<file path="src/rtl/core/assert_macros.svh">
// ----------------------------------------------------------------------------
// Assertion macros
// Shared concurrent assertion forms, clocked on clock, off during reset.
// ----------------------------------------------------------------------------
`ifndef ASSERT_MACROS_SVH
`define ASSERT_MACROS_SVH

// prop must hold at every clock edge out of reset
`define ASSERT_ALWAYS(lbl, prop) \
   lbl: assert property (@(posedge clock) disable iff (reset) (prop)) \
      else $error("assertion failed");

// prop must never hold at a clock edge out of reset
`define ASSERT_NEVER(lbl, prop) \
   lbl: assert property (@(posedge clock) disable iff (reset) !(prop)) \
      else $error("assertion failed");

`endif

</file>
<file path="src/rtl/core/ldpc_cps_pkg.sv">
// ----------------------------------------------------------------------------
// ldpc_cps_pkg
// Types, constants and lifting tables for LDPC code parameter selection.
// ----------------------------------------------------------------------------
package ldpc_cps_pkg;

   localparam int unsigned MAX_LIFT   = 384;
   localparam int unsigned LIFT_COUNT = 51;
   localparam int unsigned LIFT_IDX_W = $clog2(LIFT_COUNT);

   localparam logic [16:0] A_THR_1       = 17'd292;
   localparam logic [16:0] A_THR_2       = 17'd3824;
   localparam logic [16:0] BG2_A_MAX     = 17'd3840;
   localparam logic [16:0] BG1_A_MAX     = 17'd8448;
   localparam logic [15:0] RATE_THR_LOW  = 16'd8192;   // 0.25 in Q1.15
   localparam logic [15:0] RATE_THR_HIGH = 16'd21954;  // 0.67 in Q1.15

   localparam logic [16:0] KB_THR_10 = 17'd640;
   localparam logic [16:0] KB_THR_9  = 17'd560;
   localparam logic [16:0] KB_THR_8  = 17'd192;

   localparam logic [4:0] KB_BG1    = 5'd22;
   localparam logic [4:0] KB_BG2_10 = 5'd10;
   localparam logic [4:0] KB_BG2_9  = 5'd9;
   localparam logic [4:0] KB_BG2_8  = 5'd8;
   localparam logic [4:0] KB_BG2_6  = 5'd6;

   localparam logic [1:0] ERR_OK      = 2'd0;
   localparam logic [1:0] ERR_BG2_SEG = 2'd1;
   localparam logic [1:0] ERR_BG1_SEG = 2'd2;

   localparam logic [8:0] LIFT_DEFAULT = 9'(MAX_LIFT);
   localparam logic [2:0] SET_DEFAULT  = 3'd1;

   typedef struct packed {
      logic [15:0] code_length;
      logic [15:0] code_rate;
   } req_type;

   typedef struct packed {
      logic [1:0]  error_code;
      logic        base_graph;
      logic [4:0]  info_columns;
      logic [8:0]  lift_size;
      logic [2:0]  set_index;
      logic [15:0] info_length;
      logic [13:0] message_length;
      logic [14:0] codeword_bits;
      logic [13:0] filler_count;
   } rsp_type;

   // lifting sizes sorted ascending
   function automatic logic [8:0] lift_value(input logic [LIFT_IDX_W-1:0] idx);
      logic [8:0] z;
      case (idx)
         6'd0:  z = 9'd2;    6'd1:  z = 9'd3;    6'd2:  z = 9'd4;
         6'd3:  z = 9'd5;    6'd4:  z = 9'd6;    6'd5:  z = 9'd7;
         6'd6:  z = 9'd8;    6'd7:  z = 9'd9;    6'd8:  z = 9'd10;
         6'd9:  z = 9'd11;   6'd10: z = 9'd12;   6'd11: z = 9'd13;
         6'd12: z = 9'd14;   6'd13: z = 9'd15;   6'd14: z = 9'd16;
         6'd15: z = 9'd18;   6'd16: z = 9'd20;   6'd17: z = 9'd22;
         6'd18: z = 9'd24;   6'd19: z = 9'd26;   6'd20: z = 9'd28;
         6'd21: z = 9'd30;   6'd22: z = 9'd32;   6'd23: z = 9'd36;
         6'd24: z = 9'd40;   6'd25: z = 9'd44;   6'd26: z = 9'd48;
         6'd27: z = 9'd52;   6'd28: z = 9'd56;   6'd29: z = 9'd60;
         6'd30: z = 9'd64;   6'd31: z = 9'd72;   6'd32: z = 9'd80;
         6'd33: z = 9'd88;   6'd34: z = 9'd96;   6'd35: z = 9'd104;
         6'd36: z = 9'd112;  6'd37: z = 9'd120;  6'd38: z = 9'd128;
         6'd39: z = 9'd144;  6'd40: z = 9'd160;  6'd41: z = 9'd176;
         6'd42: z = 9'd192;  6'd43: z = 9'd208;  6'd44: z = 9'd224;
         6'd45: z = 9'd240;  6'd46: z = 9'd256;  6'd47: z = 9'd288;
         6'd48: z = 9'd320;  6'd49: z = 9'd352;  6'd50: z = 9'd384;
         default: z = LIFT_DEFAULT;
      endcase
      return z;
   endfunction

   // set index of each sorted lifting size
   function automatic logic [2:0] lift_set(input logic [LIFT_IDX_W-1:0] idx);
      logic [2:0] s;
      case (idx)
         6'd0:  s = 3'd0;  6'd1:  s = 3'd1;  6'd2:  s = 3'd0;  6'd3:  s = 3'd2;
         6'd4:  s = 3'd1;  6'd5:  s = 3'd3;  6'd6:  s = 3'd0;  6'd7:  s = 3'd4;
         6'd8:  s = 3'd2;  6'd9:  s = 3'd5;  6'd10: s = 3'd1;  6'd11: s = 3'd6;
         6'd12: s = 3'd3;  6'd13: s = 3'd7;  6'd14: s = 3'd0;  6'd15: s = 3'd4;
         6'd16: s = 3'd2;  6'd17: s = 3'd5;  6'd18: s = 3'd1;  6'd19: s = 3'd6;
         6'd20: s = 3'd3;  6'd21: s = 3'd7;  6'd22: s = 3'd0;  6'd23: s = 3'd4;
         6'd24: s = 3'd2;  6'd25: s = 3'd5;  6'd26: s = 3'd1;  6'd27: s = 3'd6;
         6'd28: s = 3'd3;  6'd29: s = 3'd7;  6'd30: s = 3'd0;  6'd31: s = 3'd4;
         6'd32: s = 3'd2;  6'd33: s = 3'd5;  6'd34: s = 3'd1;  6'd35: s = 3'd6;
         6'd36: s = 3'd3;  6'd37: s = 3'd7;  6'd38: s = 3'd0;  6'd39: s = 3'd4;
         6'd40: s = 3'd2;  6'd41: s = 3'd5;  6'd42: s = 3'd1;  6'd43: s = 3'd6;
         6'd44: s = 3'd3;  6'd45: s = 3'd7;  6'd46: s = 3'd0;  6'd47: s = 3'd4;
         6'd48: s = 3'd2;  6'd49: s = 3'd5;  6'd50: s = 3'd1;
         default: s = SET_DEFAULT;
      endcase
      return s;
   endfunction

endpackage

</file>
<file path="src/rtl/core/ldpc_code_parameter_select.sv">
// ----------------------------------------------------------------------------
// ldpc_code_parameter_select
// Picks the LDPC base graph, Kb, lifting size and derived code sizes.
// ----------------------------------------------------------------------------
// A request word (code length M, rate in Q1.15) is taken at every clock edge
// where start is high; busy is always low, so a new word may follow in every
// cycle. Each result word appears on rsp_data with rsp_strobe high for one
// cycle, in request order, after passing through the five-stage pipeline
// (multiply, graph/Kb decision, lift compare bank, lift select, size
// products). The receiver cannot stall, so the pipeline never holds. On a
// segmentation error only error_code is nonzero.
`include "assert_macros.svh"

module ldpc_code_parameter_select (
   input  logic                  clock,
   input  logic                  reset,
   input  logic                  start,
   output logic                  busy,
   input  ldpc_cps_pkg::req_type req_data,
   output logic                  rsp_strobe,
   output ldpc_cps_pkg::rsp_type rsp_data
);

   localparam int unsigned NL = ldpc_cps_pkg::LIFT_COUNT;

   logic accept;

   // stage 1: product M*rate
   logic        v1_ff;
   logic [31:0] prod1_ff;
   logic [15:0] rate1_ff;

   // stage 2: A, graph, Kb, error
   logic        v2_ff;
   logic [16:0] a2_ff, a2_in;
   logic        bg2_2_ff, bg2_2_in;
   logic [1:0]  err2_ff, err2_in;
   logic [4:0]  kb2_ff, kb2_in;

   // stage 3: compare bank
   logic          v3_ff;
   logic [NL-1:0] hit3_ff, hit3_in;
   logic [16:0]   a3_ff;
   logic          bg2_3_ff;
   logic [1:0]    err3_ff;
   logic [4:0]    kb3_ff;

   // stage 4: selected lift
   logic        v4_ff;
   logic [8:0]  zc4_ff, zc4_in;
   logic [2:0]  set4_ff, set4_in;
   logic [16:0] a4_ff;
   logic        bg2_4_ff;
   logic [1:0]  err4_ff;
   logic [4:0]  kb4_ff;

   // stage 5: output register
   logic                  v5_ff;
   ldpc_cps_pkg::rsp_type rsp_ff, rsp_in;

   assign busy   = 1'b0;
   assign accept = start & ~busy;

   always_ff @(posedge clock) begin
      if (reset) begin
         v1_ff <= 1'b0;
         v2_ff <= 1'b0;
         v3_ff <= 1'b0;
         v4_ff <= 1'b0;
         v5_ff <= 1'b0;
      end else begin
         v1_ff <= accept;
         v2_ff <= v1_ff;
         v3_ff <= v2_ff;
         v4_ff <= v3_ff;
         v5_ff <= v4_ff;
      end
   end

   always_ff @(posedge clock) begin
      prod1_ff <= 32'(req_data.code_length) * 32'(req_data.code_rate);
      rate1_ff <= req_data.code_rate;
   end

   always_comb begin
      a2_in    = prod1_ff[31:15];
      bg2_2_in = (a2_in <= ldpc_cps_pkg::A_THR_1) ||
                 ((a2_in <= ldpc_cps_pkg::A_THR_2) &&
                  (rate1_ff <= ldpc_cps_pkg::RATE_THR_HIGH)) ||
                 (rate1_ff <= ldpc_cps_pkg::RATE_THR_LOW);
      if (bg2_2_in && (a2_in > ldpc_cps_pkg::BG2_A_MAX)) begin
         err2_in = ldpc_cps_pkg::ERR_BG2_SEG;
      end else if (!bg2_2_in && (a2_in > ldpc_cps_pkg::BG1_A_MAX)) begin
         err2_in = ldpc_cps_pkg::ERR_BG1_SEG;
      end else begin
         err2_in = ldpc_cps_pkg::ERR_OK;
      end
      if (!bg2_2_in) begin
         kb2_in = ldpc_cps_pkg::KB_BG1;
      end else if (a2_in > ldpc_cps_pkg::KB_THR_10) begin
         kb2_in = ldpc_cps_pkg::KB_BG2_10;
      end else if (a2_in > ldpc_cps_pkg::KB_THR_9) begin
         kb2_in = ldpc_cps_pkg::KB_BG2_9;
      end else if (a2_in > ldpc_cps_pkg::KB_THR_8) begin
         kb2_in = ldpc_cps_pkg::KB_BG2_8;
      end else begin
         kb2_in = ldpc_cps_pkg::KB_BG2_6;
      end
   end

   always_ff @(posedge clock) begin
      a2_ff    <= a2_in;
      bg2_2_ff <= bg2_2_in;
      err2_ff  <= err2_in;
      kb2_ff   <= kb2_in;
   end

   // table is sorted, so the hit vector is a thermometer from the top
   always_comb begin
      for (int i = 0; i < NL; i++) begin
         hit3_in[i] = (17'(kb2_ff) *
                       17'(ldpc_cps_pkg::lift_value(ldpc_cps_pkg::LIFT_IDX_W'(i))))
                      >= a2_ff;
      end
   end

   always_ff @(posedge clock) begin
      hit3_ff  <= hit3_in;
      a3_ff    <= a2_ff;
      bg2_3_ff <= bg2_2_ff;
      err3_ff  <= err2_ff;
      kb3_ff   <= kb2_ff;
   end

   // first hit: its own bit set, the one below clear
   always_comb begin
      logic first;
      zc4_in  = '0;
      set4_in = '0;
      for (int i = 0; i < NL; i++) begin
         if (i == 0) begin
            first = hit3_ff[i];
         end else begin
            first = hit3_ff[i] & ~hit3_ff[i-1];
         end
         if (first) begin
            zc4_in  = zc4_in |
                      ldpc_cps_pkg::lift_value(ldpc_cps_pkg::LIFT_IDX_W'(i));
            set4_in = set4_in |
                      ldpc_cps_pkg::lift_set(ldpc_cps_pkg::LIFT_IDX_W'(i));
         end
      end
      if (hit3_ff == '0) begin
         zc4_in  = ldpc_cps_pkg::LIFT_DEFAULT;
         set4_in = ldpc_cps_pkg::SET_DEFAULT;
      end
   end

   always_ff @(posedge clock) begin
      zc4_ff   <= zc4_in;
      set4_ff  <= set4_in;
      a4_ff    <= a3_ff;
      bg2_4_ff <= bg2_3_ff;
      err4_ff  <= err3_ff;
      kb4_ff   <= kb3_ff;
   end

   always_comb begin
      logic [13:0] k;
      logic [14:0] n;
      k = bg2_4_ff ? 14'(zc4_ff) * 14'd10 : 14'(zc4_ff) * 14'd22;
      n = bg2_4_ff ? 15'(zc4_ff) * 15'd50 : 15'(zc4_ff) * 15'd66;
      rsp_in = '0;
      rsp_in.error_code = err4_ff;
      if (err4_ff == ldpc_cps_pkg::ERR_OK) begin
         rsp_in.base_graph     = bg2_4_ff;
         rsp_in.info_columns   = kb4_ff;
         rsp_in.lift_size      = zc4_ff;
         rsp_in.set_index      = set4_ff;
         rsp_in.info_length    = a4_ff[15:0];
         rsp_in.message_length = k;
         rsp_in.codeword_bits  = n;
         rsp_in.filler_count   = k - a4_ff[13:0];
      end
   end

   always_ff @(posedge clock) begin
      rsp_ff <= rsp_in;
   end

   assign rsp_strobe = v5_ff;
   assign rsp_data   = rsp_ff;

   `ASSERT_ALWAYS(a_latency, rsp_strobe |-> $past(accept, 5))
   `ASSERT_NEVER(a_hit_thermo, v3_ff && (({hit3_ff[NL-2:0], 1'b0} & ~hit3_ff) != '0))
   `ASSERT_ALWAYS(a_err_zero,
      (rsp_strobe && rsp_data.error_code != ldpc_cps_pkg::ERR_OK) |->
      (rsp_data.lift_size == '0 && rsp_data.base_graph == 1'b0 &&
       rsp_data.info_length == '0))
   `ASSERT_ALWAYS(a_k_covers_a,
      (rsp_strobe && rsp_data.error_code == ldpc_cps_pkg::ERR_OK) |->
      (rsp_data.lift_size != '0 &&
       16'(rsp_data.message_length) >= rsp_data.info_length))

endmodule
</file>
<file path="config.mk">
export PLATFORM = sky130hd
export DESIGN_NAME = ldpc_code_parameter_select
export DESIGN_NICKNAME = d
export VERILOG_FILES = /design/src/rtl/core/ldpc_cps_pkg.sv /design/src/rtl/core/ldpc_code_parameter_select.sv
export VERILOG_INCLUDE_DIRS = /design/src /design/src/rtl/core
export SDC_FILE = /design/constraint.sdc
export NUM_CORES = 1
export LEC_CHECK = 0
export BUFFER_PORTS_ARGS = -buffer_cell sky130_fd_sc_hd__clkbuf_2
export CORE_UTILIZATION = 36
export CTS_BUF_LIST = sky130_fd_sc_hd__clkbuf_8
export DETAILED_ROUTE_END_ITERATION = 12
export PLACE_DENSITY = 0.5
export REMOVE_ABC_BUFFERS = 1
export SLEW_MARGIN = 20
export SYNTH_ARGS = -nofsm -noshare
export SYNTH_HDL_FRONTEND = slang
export SYNTH_SLANG_ARGS = --single-unit
</file>
<file path="constraint.sdc">
create_clock -name clock -period 11 [get_ports clock]
set_clock_uncertainty 0.05 [all_clocks]
set_input_delay 2.2 -clock clock [delete_from_list [all_inputs] [get_ports clock]]
set_output_delay 2.2 -clock clock [all_outputs]
set_load 0.005 [all_outputs]
</file>
==> results of run 1 <==
## Yosys cell counts, types with 19 or more instances
library cell and n:
nand2b_1 23, dfxtp_1 246, clkbuf_1 45, nand2_1 205
inv_1 371, a211oi_1 19, o21ai_0 109, nor3_1 31
nor2b_1 38, xnor2_1 55, a21o_1 98, ha_1 524
xor2_1 19, nor2_1 135, a21oi_1 135, and2_1 153
nand3_1 38, fa_1 226, nand4_1 23
## critical path, stage by stage
cell and delay (ns):
clkbuf_2 0.26, and2_1 0.27, fa_1 0.53, inv_1 0.06, fa_1 0.52, inv_1 0.06, fa_1 0.54, fa_1 0.45
fa_1 0.58, inv_1 0.07, fa_1 0.53, inv_1 0.04, ha_1 0.36, a211oi_1 0.24, o21ai_0 0.12, o2111ai_1 0.21
o22a_1 0.18, o21ai_1 0.15, or2_2 0.35, a311o_1 0.36, a21oi_1 0.17, xnor2_1 0.12
## metrics by stage
step	utilization [%]	cell area [um^2]	hold WS [ns]	instances
after global routing	40.3	27700	0.273	3781
final	40.3	27700	0.255	3781
after detailed placement	38.8	26600	0.262	3696
after global placement	38.8	26600	0.263	3696
after CTS	40.3	27700	0.236	3780
after floorplan	-	24700	0.260	2632
## layout make-up
cell class	instances	area share [%]
multi-input combinational	2015	66.4
inverter	371	5.03
timing repair buffer	133	2.60
antenna	1	0.00905
clock inverter	20	0.715
clock buffer	64	3.18
sequential	246	17.8
tap	931	4.21
## path summary, 6_finish.rpt
check / end / cells after the start
setup / recovery: prod1_ff[25] / 22
hold / removal: kb4_ff[2] / 0
setup reg to reg: rsp_data[13] / 18
hold reg to reg: kb4_ff[2] / 0
## sequential cells by signal, indices dropped and copies added (netlist names), 2 cells and up
register / flops
a3_ff: 16
kb4_ff: 5
err2_ff: 2
prod1_ff: 17
kb2_ff: 5
a2_ff: 17
a4_ff: 16
kb3_ff: 5
rsp_data: 72
set4_ff: 3
err4_ff: 2
err3_ff: 2
zc4_ff: 9
hit3_ff: 51
rate1_ff: 16
## routing by layer
| metal | part of all wire [%] | track usage [%] | wire length [um] | vias up |
|---|---|---|---|---|
| met1 | 46 | 26.2 | 32300 | 9253 |
| met3 | 3.4 | 2.06 | 2410 | 143 |
| met4 | 3.6 | 7.73 | 2550 | 0 |
| met2 | 47 | 34.5 | 32700 | 446 |
| met5 | 0 | 0 | 0 | - |
| li1 | - | - | - | 9295 |
## cells by family (layout without fill, tap and decap cells)
logic type,after synthesis,in the layout,synth area share [%]
other,1,4,0.0150
buffers and inverters,428,588,6.63
muxes,7,7,0.291
DFF,246,246,19.8
adders and majority gates,750,750,44.5
AOI/OAI and AO/OA,470,470,11.9
xor gates and xnor gates,74,74,2.60
and+or+nand+nor,711,711,14.4
==> results.md, run 1 <==
* RSZ-0062 raised after global routing: false
* Setup crit end kind: register
* Commonest non-fill, non-tap cell in the layout: ha_1
* Total grt overflow at 0
* Routed len/inst at 18.5 um
* Fill cell count at 6,869
* Area leader, netlist: ha_1
* Slew margin rel. at 24.9%
* 1st-pass router iterations at 5
* Clock-pin slew on the worst setup and hold paths at 0.05 ns
* Peak fanout along the critical path at 17
* Area of the multi-input gates at 18,400 um^2
* Worst Path Required at 11.49 ns
* Placed wire-length estimate at 55.1 mm
* Antenna violation net count after detailed routing at 0
* Yosys top cell area share at 26.3%
* Hold Buf Count CTS at 0
* Status: complete, no violations
* Worst r2r src: zc4_ff[3]
* CP Class: in2reg
* Setup ws final at 3.14 ns
* Input/output buffers at 112
* CTS Buf Count at 46
* Core Rows at 96
* H-Tree Level Count at 2
* Total GRT Usage at 20.2%
* Gate Count Post-Synth at 2,687
* Ratio of final minimum period to clock period at 71.5%
* Async S/R FF share, synth at 0%
* Initial drt markers at 1,021
* Synth area leaders: ha_1 (26%), dfxtp_1 (20%), fa_1 (18%), inv_1 (5.6%), and2_1 (3.8%)
* Number of global-route vias before repair at 20,334
* Longest Clk Path Bufs at 3
* Min cycle time layout at 7.86 ns
* Syn-to-layout area delta at 11.0%
* Max Cap Viol at 0
* Starting Density at 36.3%
* Syn_area_per_cell at 9.28 um^2
* Total negative slack at 0 ns
* Final Hold Fails at 0
* Total number of yosys warnings at 0
* Setup bufs post-CTS at 0
* Synth Register Bits at 246
* Crit path DAT at 8.35 ns
* R2R Setup Slk at 6.37 ns
* Post-synthesis sequential area ratio at 19.8%
* Post-CTS Resized at 0
* Initial antenna violation count at 3
* Post-Route WL at 70.0 mm
* Clock root buffer: clkbuf_8
* Cell variety after synth at 66
* Critical hold path startpoint: kb3_ff[2]
* Clk_lat worst skew at 0.60 ns
* I/O pin count at 116
* Primary FF master, synth: dfxtp_1
* Largest net degree at the start of global routing at 46
* Slew at the pin closest to its max-slew limit at 1.12 ns
* CP startpoint: req_data[6]
* Fin nets at 3,598
* CTS tree: done
* Routability cong. at 0.885
* Die Width at 265 um
* CTS sink count at 246
* DRC at 0
* Placement Setup Slack at 2.51 ns
* Die ar. at 70,300 um^2
* Vias per cell at 5.06
* Die H at 265 um
* FF+latch area at 4920 um^2
* Achievable Freq at 127 MHz
* Most frequent cells in the layout: ha_1 (524), inv_1 (379), dfxtp_1 (246), fa_1 (226), nand2_1 (205)
* Share of post-route cells with drive strength above 1 at 8.04%
* Critical Path Source Type: input port
* First-pass GRT wire length at 111 mm
* Hold Crit Class: reg2reg
* Setup-failing EPs final at 0
* Core area at 68,600 um^2
* Routed vias at 19,137
* Mapped cell area at 24,900 um^2
* Post-synth EDFFs at 0
* Pins Over Slew Limit at 0
Power of run 1 is left out: the tool's default activity adds up to more than one toggle a clock period on the data nets, which glitch-free logic cannot reach.
==> inputs of run 2 (changes only) <==
Clock period 11 ns to 8.2 ns, I/O delays scaled along.
==> results.md, run 2 (same netlist as run 1, synthesis figures left out) <==
* Fill cell count at 6,913 (was 6,869)
* Routed vias at 19,043 (was 19,137)
* CTS sink count at 246 (unchanged)
* Initial antenna violation count at 4 (was 3)
* Worst r2r src: zc4_ff[3] (unchanged)
* Clock-pin slew on the worst setup and hold paths at 0.06 ns (was 0.05 ns)
* Setup bufs post-CTS at 0 (unchanged)
* Starting Density at 36.3% (unchanged)
* Critical Path Source Type: input port (unchanged)
* Vias per cell at 5.03 (was 5.06)
* Fin nets at 3,613 (was 3,598)
* Clk_lat worst skew at 0.60 ns (about the same)
* Total negative slack at 0 ns (unchanged)
* R2R cell count at 18 (unchanged)
* Largest net degree at the start of global routing at 46 (unchanged)
* Die ar. at 70,300 um^2 (unchanged)
* Number of global-route vias before repair at 19,899 (was 20,334)
* Share of post-route cells with drive strength above 1 at 8.06% (was 8.04%)
* DRC at 0 (unchanged)
* Hold Buf Count CTS at 0 (unchanged)
* Total grt overflow at 0 (unchanged)
* Peak fanout along the critical path at 17 (unchanged)
* 1st-pass router iterations at 5 (unchanged)
* CP Class: in2reg (unchanged)
* Placed wire-length estimate at 54.8 mm (was 55.1 mm)
* Achievable Freq at 138 MHz
* Core Rows at 96 (unchanged)
* R2R Setup Slk at 3.56 ns (was 6.37 ns)
* Antenna violation net count after detailed routing at 0 (unchanged)
* Setup crit end kind: register (unchanged)
* I/O pin count at 116 (unchanged)
* First-pass GRT wire length at 111 mm (about the same)
* Max FFs per register at 72 (unchanged)
* Clock root buffer: clkbuf_8 (unchanged)
* Die H at 265 um (unchanged)
* Slew margin rel. at 24.3% (was 24.9%)
* Initial drt markers at 950 (was 1,021)
* Critical hold path startpoint: a3_ff[4] (was kb3_ff[2])
* Input/output buffers at 112 (unchanged)
* Status: complete, no violations (unchanged)
* CTS tree: done (unchanged)
* Hold Crit Class: reg2reg (unchanged)
* Post-Route WL at 69.6 mm (was 70.0 mm)
* RSZ-0062 raised after global routing: false (unchanged)
* Total GRT Usage at 20.1% (was 20.2%)
* Max Cap Viol at 0 (unchanged)
* Longest Clk Path Bufs at 3 (unchanged)
* Post-CTS Resized at 0 (unchanged)
* CTS Buf Count at 43 (was 46)
* Die Width at 265 um (unchanged)
* Min cycle time layout at 7.27 ns
* Worst Path Required at 8.68 ns (was 11.49 ns)
* Core area at 68,600 um^2 (unchanged)
* Reg2Reg Capture Point: rsp_data[13] (unchanged)
* Most frequent cells in the layout: ha_1 (524), inv_1 (381), dfxtp_1 (246), fa_1 (226), nand2_1 (205) (was ha_1 (524), inv_1 (379), dfxtp_1 (246), fa_1 (226), nand2_1 (205))
* Routability cong. at 0.899 (was 0.885)
* Hold path cells at 0 (unchanged)
* Routed len/inst at 18.4 um (was 18.5 um)
* Crit path DAT at 7.75 ns (was 8.35 ns)
* Setup-failing EPs final at 0 (unchanged)
* Syn-to-layout area delta at 10.5% (was 11.0%)
* Ratio of final minimum period to clock period at 88.6%
* Final Hold Fails at 0 (unchanged)
* Pins Over Slew Limit at 0 (unchanged)
* Commonest non-fill, non-tap cell in the layout: ha_1 (unchanged)
* H-Tree Level Count at 2 (unchanged)
* Slew at the pin closest to its max-slew limit at 1.13 ns (was 1.12 ns)
* Worst Hold End: a4_ff[4] (was kb4_ff[2])
## run 2: critical path, stage by stage
cell	delay, ns
clkbuf_2	0.24
and2_1	0.26
fa_1	0.53
inv_1	0.05
fa_1	0.53
inv_1	0.05
fa_1	0.52
fa_1	0.44
fa_1	0.59
inv_1	0.07
fa_1	0.53
inv_1	0.04
ha_1	0.35
a211oi_1	0.24
o21ai_0	0.12
o2111ai_1	0.21
o22a_1	0.17
o21ai_1	0.14
or2_2	0.35
a311o_1	0.35
a21oi_1	0.18
xnor2_1	0.13
## run 2: metrics by stage
stage	cells	hold WS, ns	utilization, %	instance area, um^2	worst slack [ns]
after floorplan	2632	0.260	-	24700	1.08
after global placement	3714	0.263	39.0	26700	0.341
after detailed placement	3714	0.262	39.0	26700	0.329
after CTS	3783	0.275	40.1	27500	1.01
after global routing	3784	0.277	40.1	27500	0.643
final	3785	0.274	40.1	27500	0.931
## run 2: per-layer routing
| layer | GRT usage [%] | vias to the layer above | share of wire (%) |
|---|---|---|---|
| li1 | - | 9324 | - |
| met1 | 26.1 | 9229 | 46 |
| met2 | 35.4 | 383 | 48 |
| met3 | 2.20 | 107 | 3.5 |
| met4 | 4.98 | 0 | 2.2 |
| met5 | 0 | - | 0 |
## run 2: final cells by class
| class | instances | area (um^2) | share of cell area (%) |
|---|---|---|---|
| Inverter | 371 | 1390 | 5.06 |
| Clock buffer | 46 | 633 | 2.30 |
| Clock inverter | 23 | 183 | 0.663 |
| Sequential cell | 246 | 4920 | 17.9 |
| Multi-Input combinational cell | 2015 | 18400 | 66.7 |
| Timing Repair Buffer | 151 | 853 | 3.10 |
| Antenna cell | 2 | 5.00 | 0.0182 |
| Tap cell | 931 | 1160 | 4.23 |
## run 2: worst max path at each step
stage	from	to	slack (ns)	cells after the start
final	req_data[6]	prod1_ff[25]	0.93	22
after global routing	req_data[6]	prod1_ff[25]	0.64	22
after CTS	req_data[6]	prod1_ff[25]	1.01	22
after detailed placement	req_data[8]	prod1_ff[25]	0.33	21
after global placement	req_data[6]	prod1_ff[25]	0.34	22
after floorplan	req_data[19]	prod1_ff[25]	1.08	21
Power of run 2 is left out for the same reason.
==> inputs of run 3 (changes only) <==
Settings changed: BUFFER_PORTS_ARGS -buffer_cell sky130_fd_sc_hd__clkbuf_2 to unset, DONT_BUFFER_PORTS set to 1, PLACE_DENSITY 0.5 to 0.49.
==> results.md, run 3 (same netlist as run 1, synthesis figures left out) <==
* Status: complete, no violations (unchanged)
* Met3 wire length at 2.97 mm (was 2.46 mm)
* Placed wire-length estimate at 54.1 mm (was 54.8 mm)
* Core Rows at 96 (unchanged)
* Final Hold Fails at 0 (unchanged)
* Cell area after layout at 27,000 um^2 (was 27,500 um^2)
* Fin nets at 3,482 (was 3,613)
* Met2 wire length at 32.4 mm (was 33.7 mm)
* Starting Density at 36.3% (unchanged)
* Routed vias at 18,513 (was 19,043)
* Die Width at 265 um (unchanged)
* CTS Buf Count at 43 (unchanged)
* Placement Setup Slack at 0.614 ns (was 0.329 ns)
* Max Cap Viol at 0 (unchanged)
* Crit path DAT at 7.44 ns (was 7.75 ns)
* Clk_lat worst skew at 0.59 ns (was 0.60 ns)
* Antenna violation net count after detailed routing at 0 (unchanged)
* Post-Route WL at 69.3 mm (was 69.6 mm)
* Slew at the pin closest to its max-slew limit at 1.10 ns (was 1.13 ns)
* Hold Crit Class: reg2reg (unchanged)
* Clock-pin slew on the worst setup and hold paths at 0.06 ns (about the same)
* Critical path, cell by cell: and2_1, fa_1, inv_1, fa_1, inv_1, fa_1, fa_1, fa_1, inv_1, fa_1, inv_1, ha_1, a211oi_1, o21ai_0, o2111ai_1, o22a_1, o21ai_1, or2_2, a311o_1, a21oi_1, xnor2_1 (was clkbuf_2, and2_1, fa_1, inv_1, fa_1, inv_1, fa_1, fa_1, fa_1, inv_1, fa_1, inv_1, ha_1, a211oi_1, o21ai_0, o2111ai_1, o22a_1, o21ai_1, or2_2, a311o_1, a21oi_1, xnor2_1)
* Worst path max stage delay at 0.57 ns (was 0.59 ns)
* Die ar. at 70,300 um^2 (unchanged)
* Hold Buf Count CTS at 0 (unchanged)
* Setup crit end kind: register (unchanged)
* Vias per cell at 5.06 (was 5.03)
* Final Core Density at 39.4% (was 40.1%)
* DRC at 0 (unchanged)
* Peak fanout along the critical path at 17 (unchanged)
* Routed len/inst at 18.9 um (was 18.4 um)
* Slew margin rel. at 26.6% (was 24.3%)
* Pins Over Slew Limit at 0 (unchanged)
* Total grt overflow at 0 (unchanged)
* Number of global-route vias before repair at 19,472 (was 19,899)
* Most common cell on crit path: fa_1 (unchanged)
* Max FFs per register at 72 (unchanged)
* Share of post-route cells with drive strength above 1 at 3.96% (was 8.06%)
* Syn-to-layout area delta at 8.33% (was 10.5%)
* H-Tree Level Count at 2 (unchanged)
* Setup-failing EPs final at 0 (unchanged)
* Setup ws final at 1.23 ns (was 0.931 ns)
* First-pass GRT wire length at 110 mm (was 111 mm)
* Critical hold path startpoint: a3_ff[9] (was a3_ff[4])
* CTS tree: done (unchanged)
* CTS sink count at 246 (unchanged)
* I/O pin count at 116 (unchanged)
* Top Metal Used: met4 (unchanged)
* Critical Path Source Type: input port (unchanged)
* Initial antenna violation count at 2 (was 4)
* Achievable Freq at 143 MHz (was 138 MHz)
* Core area at 68,600 um^2 (unchanged)
* Placed Area at 26,000 um^2 (was 26,700 um^2)
* Input/output buffers at 0 (was 112)
* Routability cong. at 0.883 (was 0.899)
* Total GRT Usage at 20.0% (was 20.1%)
* Worst Path Required at 8.67 ns (was 8.68 ns)
* Worst path slowest cell: fa_1 (unchanged)
* Setup bufs post-CTS at 0 (unchanged)
* Most frequent cells in the layout: ha_1 (524), inv_1 (380), dfxtp_1 (246), fa_1 (226), nand2_1 (205) (was ha_1 (524), inv_1 (381), dfxtp_1 (246), fa_1 (226), nand2_1 (205))
* Worst r2r src: zc4_ff[3] (unchanged)
* Worst path bufs/invs at 4 (was 5)
* RSZ-0062 raised after global routing: false (unchanged)
* Min cycle time layout at 6.97 ns (was 7.27 ns)
* 1st-pass router iterations at 6 (was 5)
* CP top delay family: adder cells (unchanged)
* Ratio of final minimum period to clock period at 85.0% (was 88.6%)
* Commonest non-fill, non-tap cell in the layout: ha_1 (unchanged)
* Largest net degree at the start of global routing at 46 (unchanged)
* Clock root buffer: clkbuf_8 (unchanged)
* Die H at 265 um (unchanged)
* CP Class: in2reg (unchanged)
* Post-CTS Resized at 0 (unchanged)
* Total negative slack at 0 ns (unchanged)
* Longest Clk Path Bufs at 3 (unchanged)
* M1 wire length at 31.7 mm (was 31.9 mm)
* CP startpoint: req_data[6] (unchanged)
* Initial drt markers at 1,019 (was 950)
## run 3: worst paths after layout
kind / end / slack (ns) / cells past startpoint
worst max-delay path: prod1_ff[25] / 1.23 / 21
worst min-delay path: a4_ff[9] / 0.27 / 0
worst max register to register: rsp_data[13] / 3.54 / 18
worst min register to register: a4_ff[9] / 0.27 / 0
## run 3: per-stage QoR
stage          hold slack, ns  instances
2_1_floorplan           0.260       2632
3_3_place_gp            0.263       3582
3_5_place_dp            0.262       3582
4_1_cts                 0.271       3659
5_1_grt                 0.275       3661
6_report                0.269       3661
## run 3: per-layer routing
layer / vias to the layer above / global-route usage [%]
met4: 0 / 6.94
li1: 9075 / -
met2: 428 / 34.2
met1: 8889 / 25.8
met5: - / 0
met3: 121 / 2.62
## run 3: final cells by class
cell class | count | area, um^2
clock inverters | 26 | 272
clock buffers | 51 | 702
flip-flops and latches | 246 | 4920
repair buffers | 20 | 158
diodes | 1 | 2.50
inverters | 371 | 1390
well taps | 931 | 1160
fillers | 6813 | 41600
multi-input cells | 2015 | 18400
## run 3: worst reg2reg max path, cell delays in order (launching register included)
cell and delay, ns:
dfxtp_1 0.44, ha_1 0.37, inv_1 0.06, fa_1 0.50
inv_1 0.04, ha_1 0.32, a21oi_1 0.25, o21bai_1 0.12
a21oi_1 0.24, o21bai_1 0.12, and4_1 0.20, a2111oi_0 0.50
xor2_1 0.16, mux2i_1 0.30, ha_1 0.33, a21oi_1 0.15
o21ai_0 0.12, xnor2_1 0.19, nor2_1 0.06
Power of run 3 is left out for the same reason.
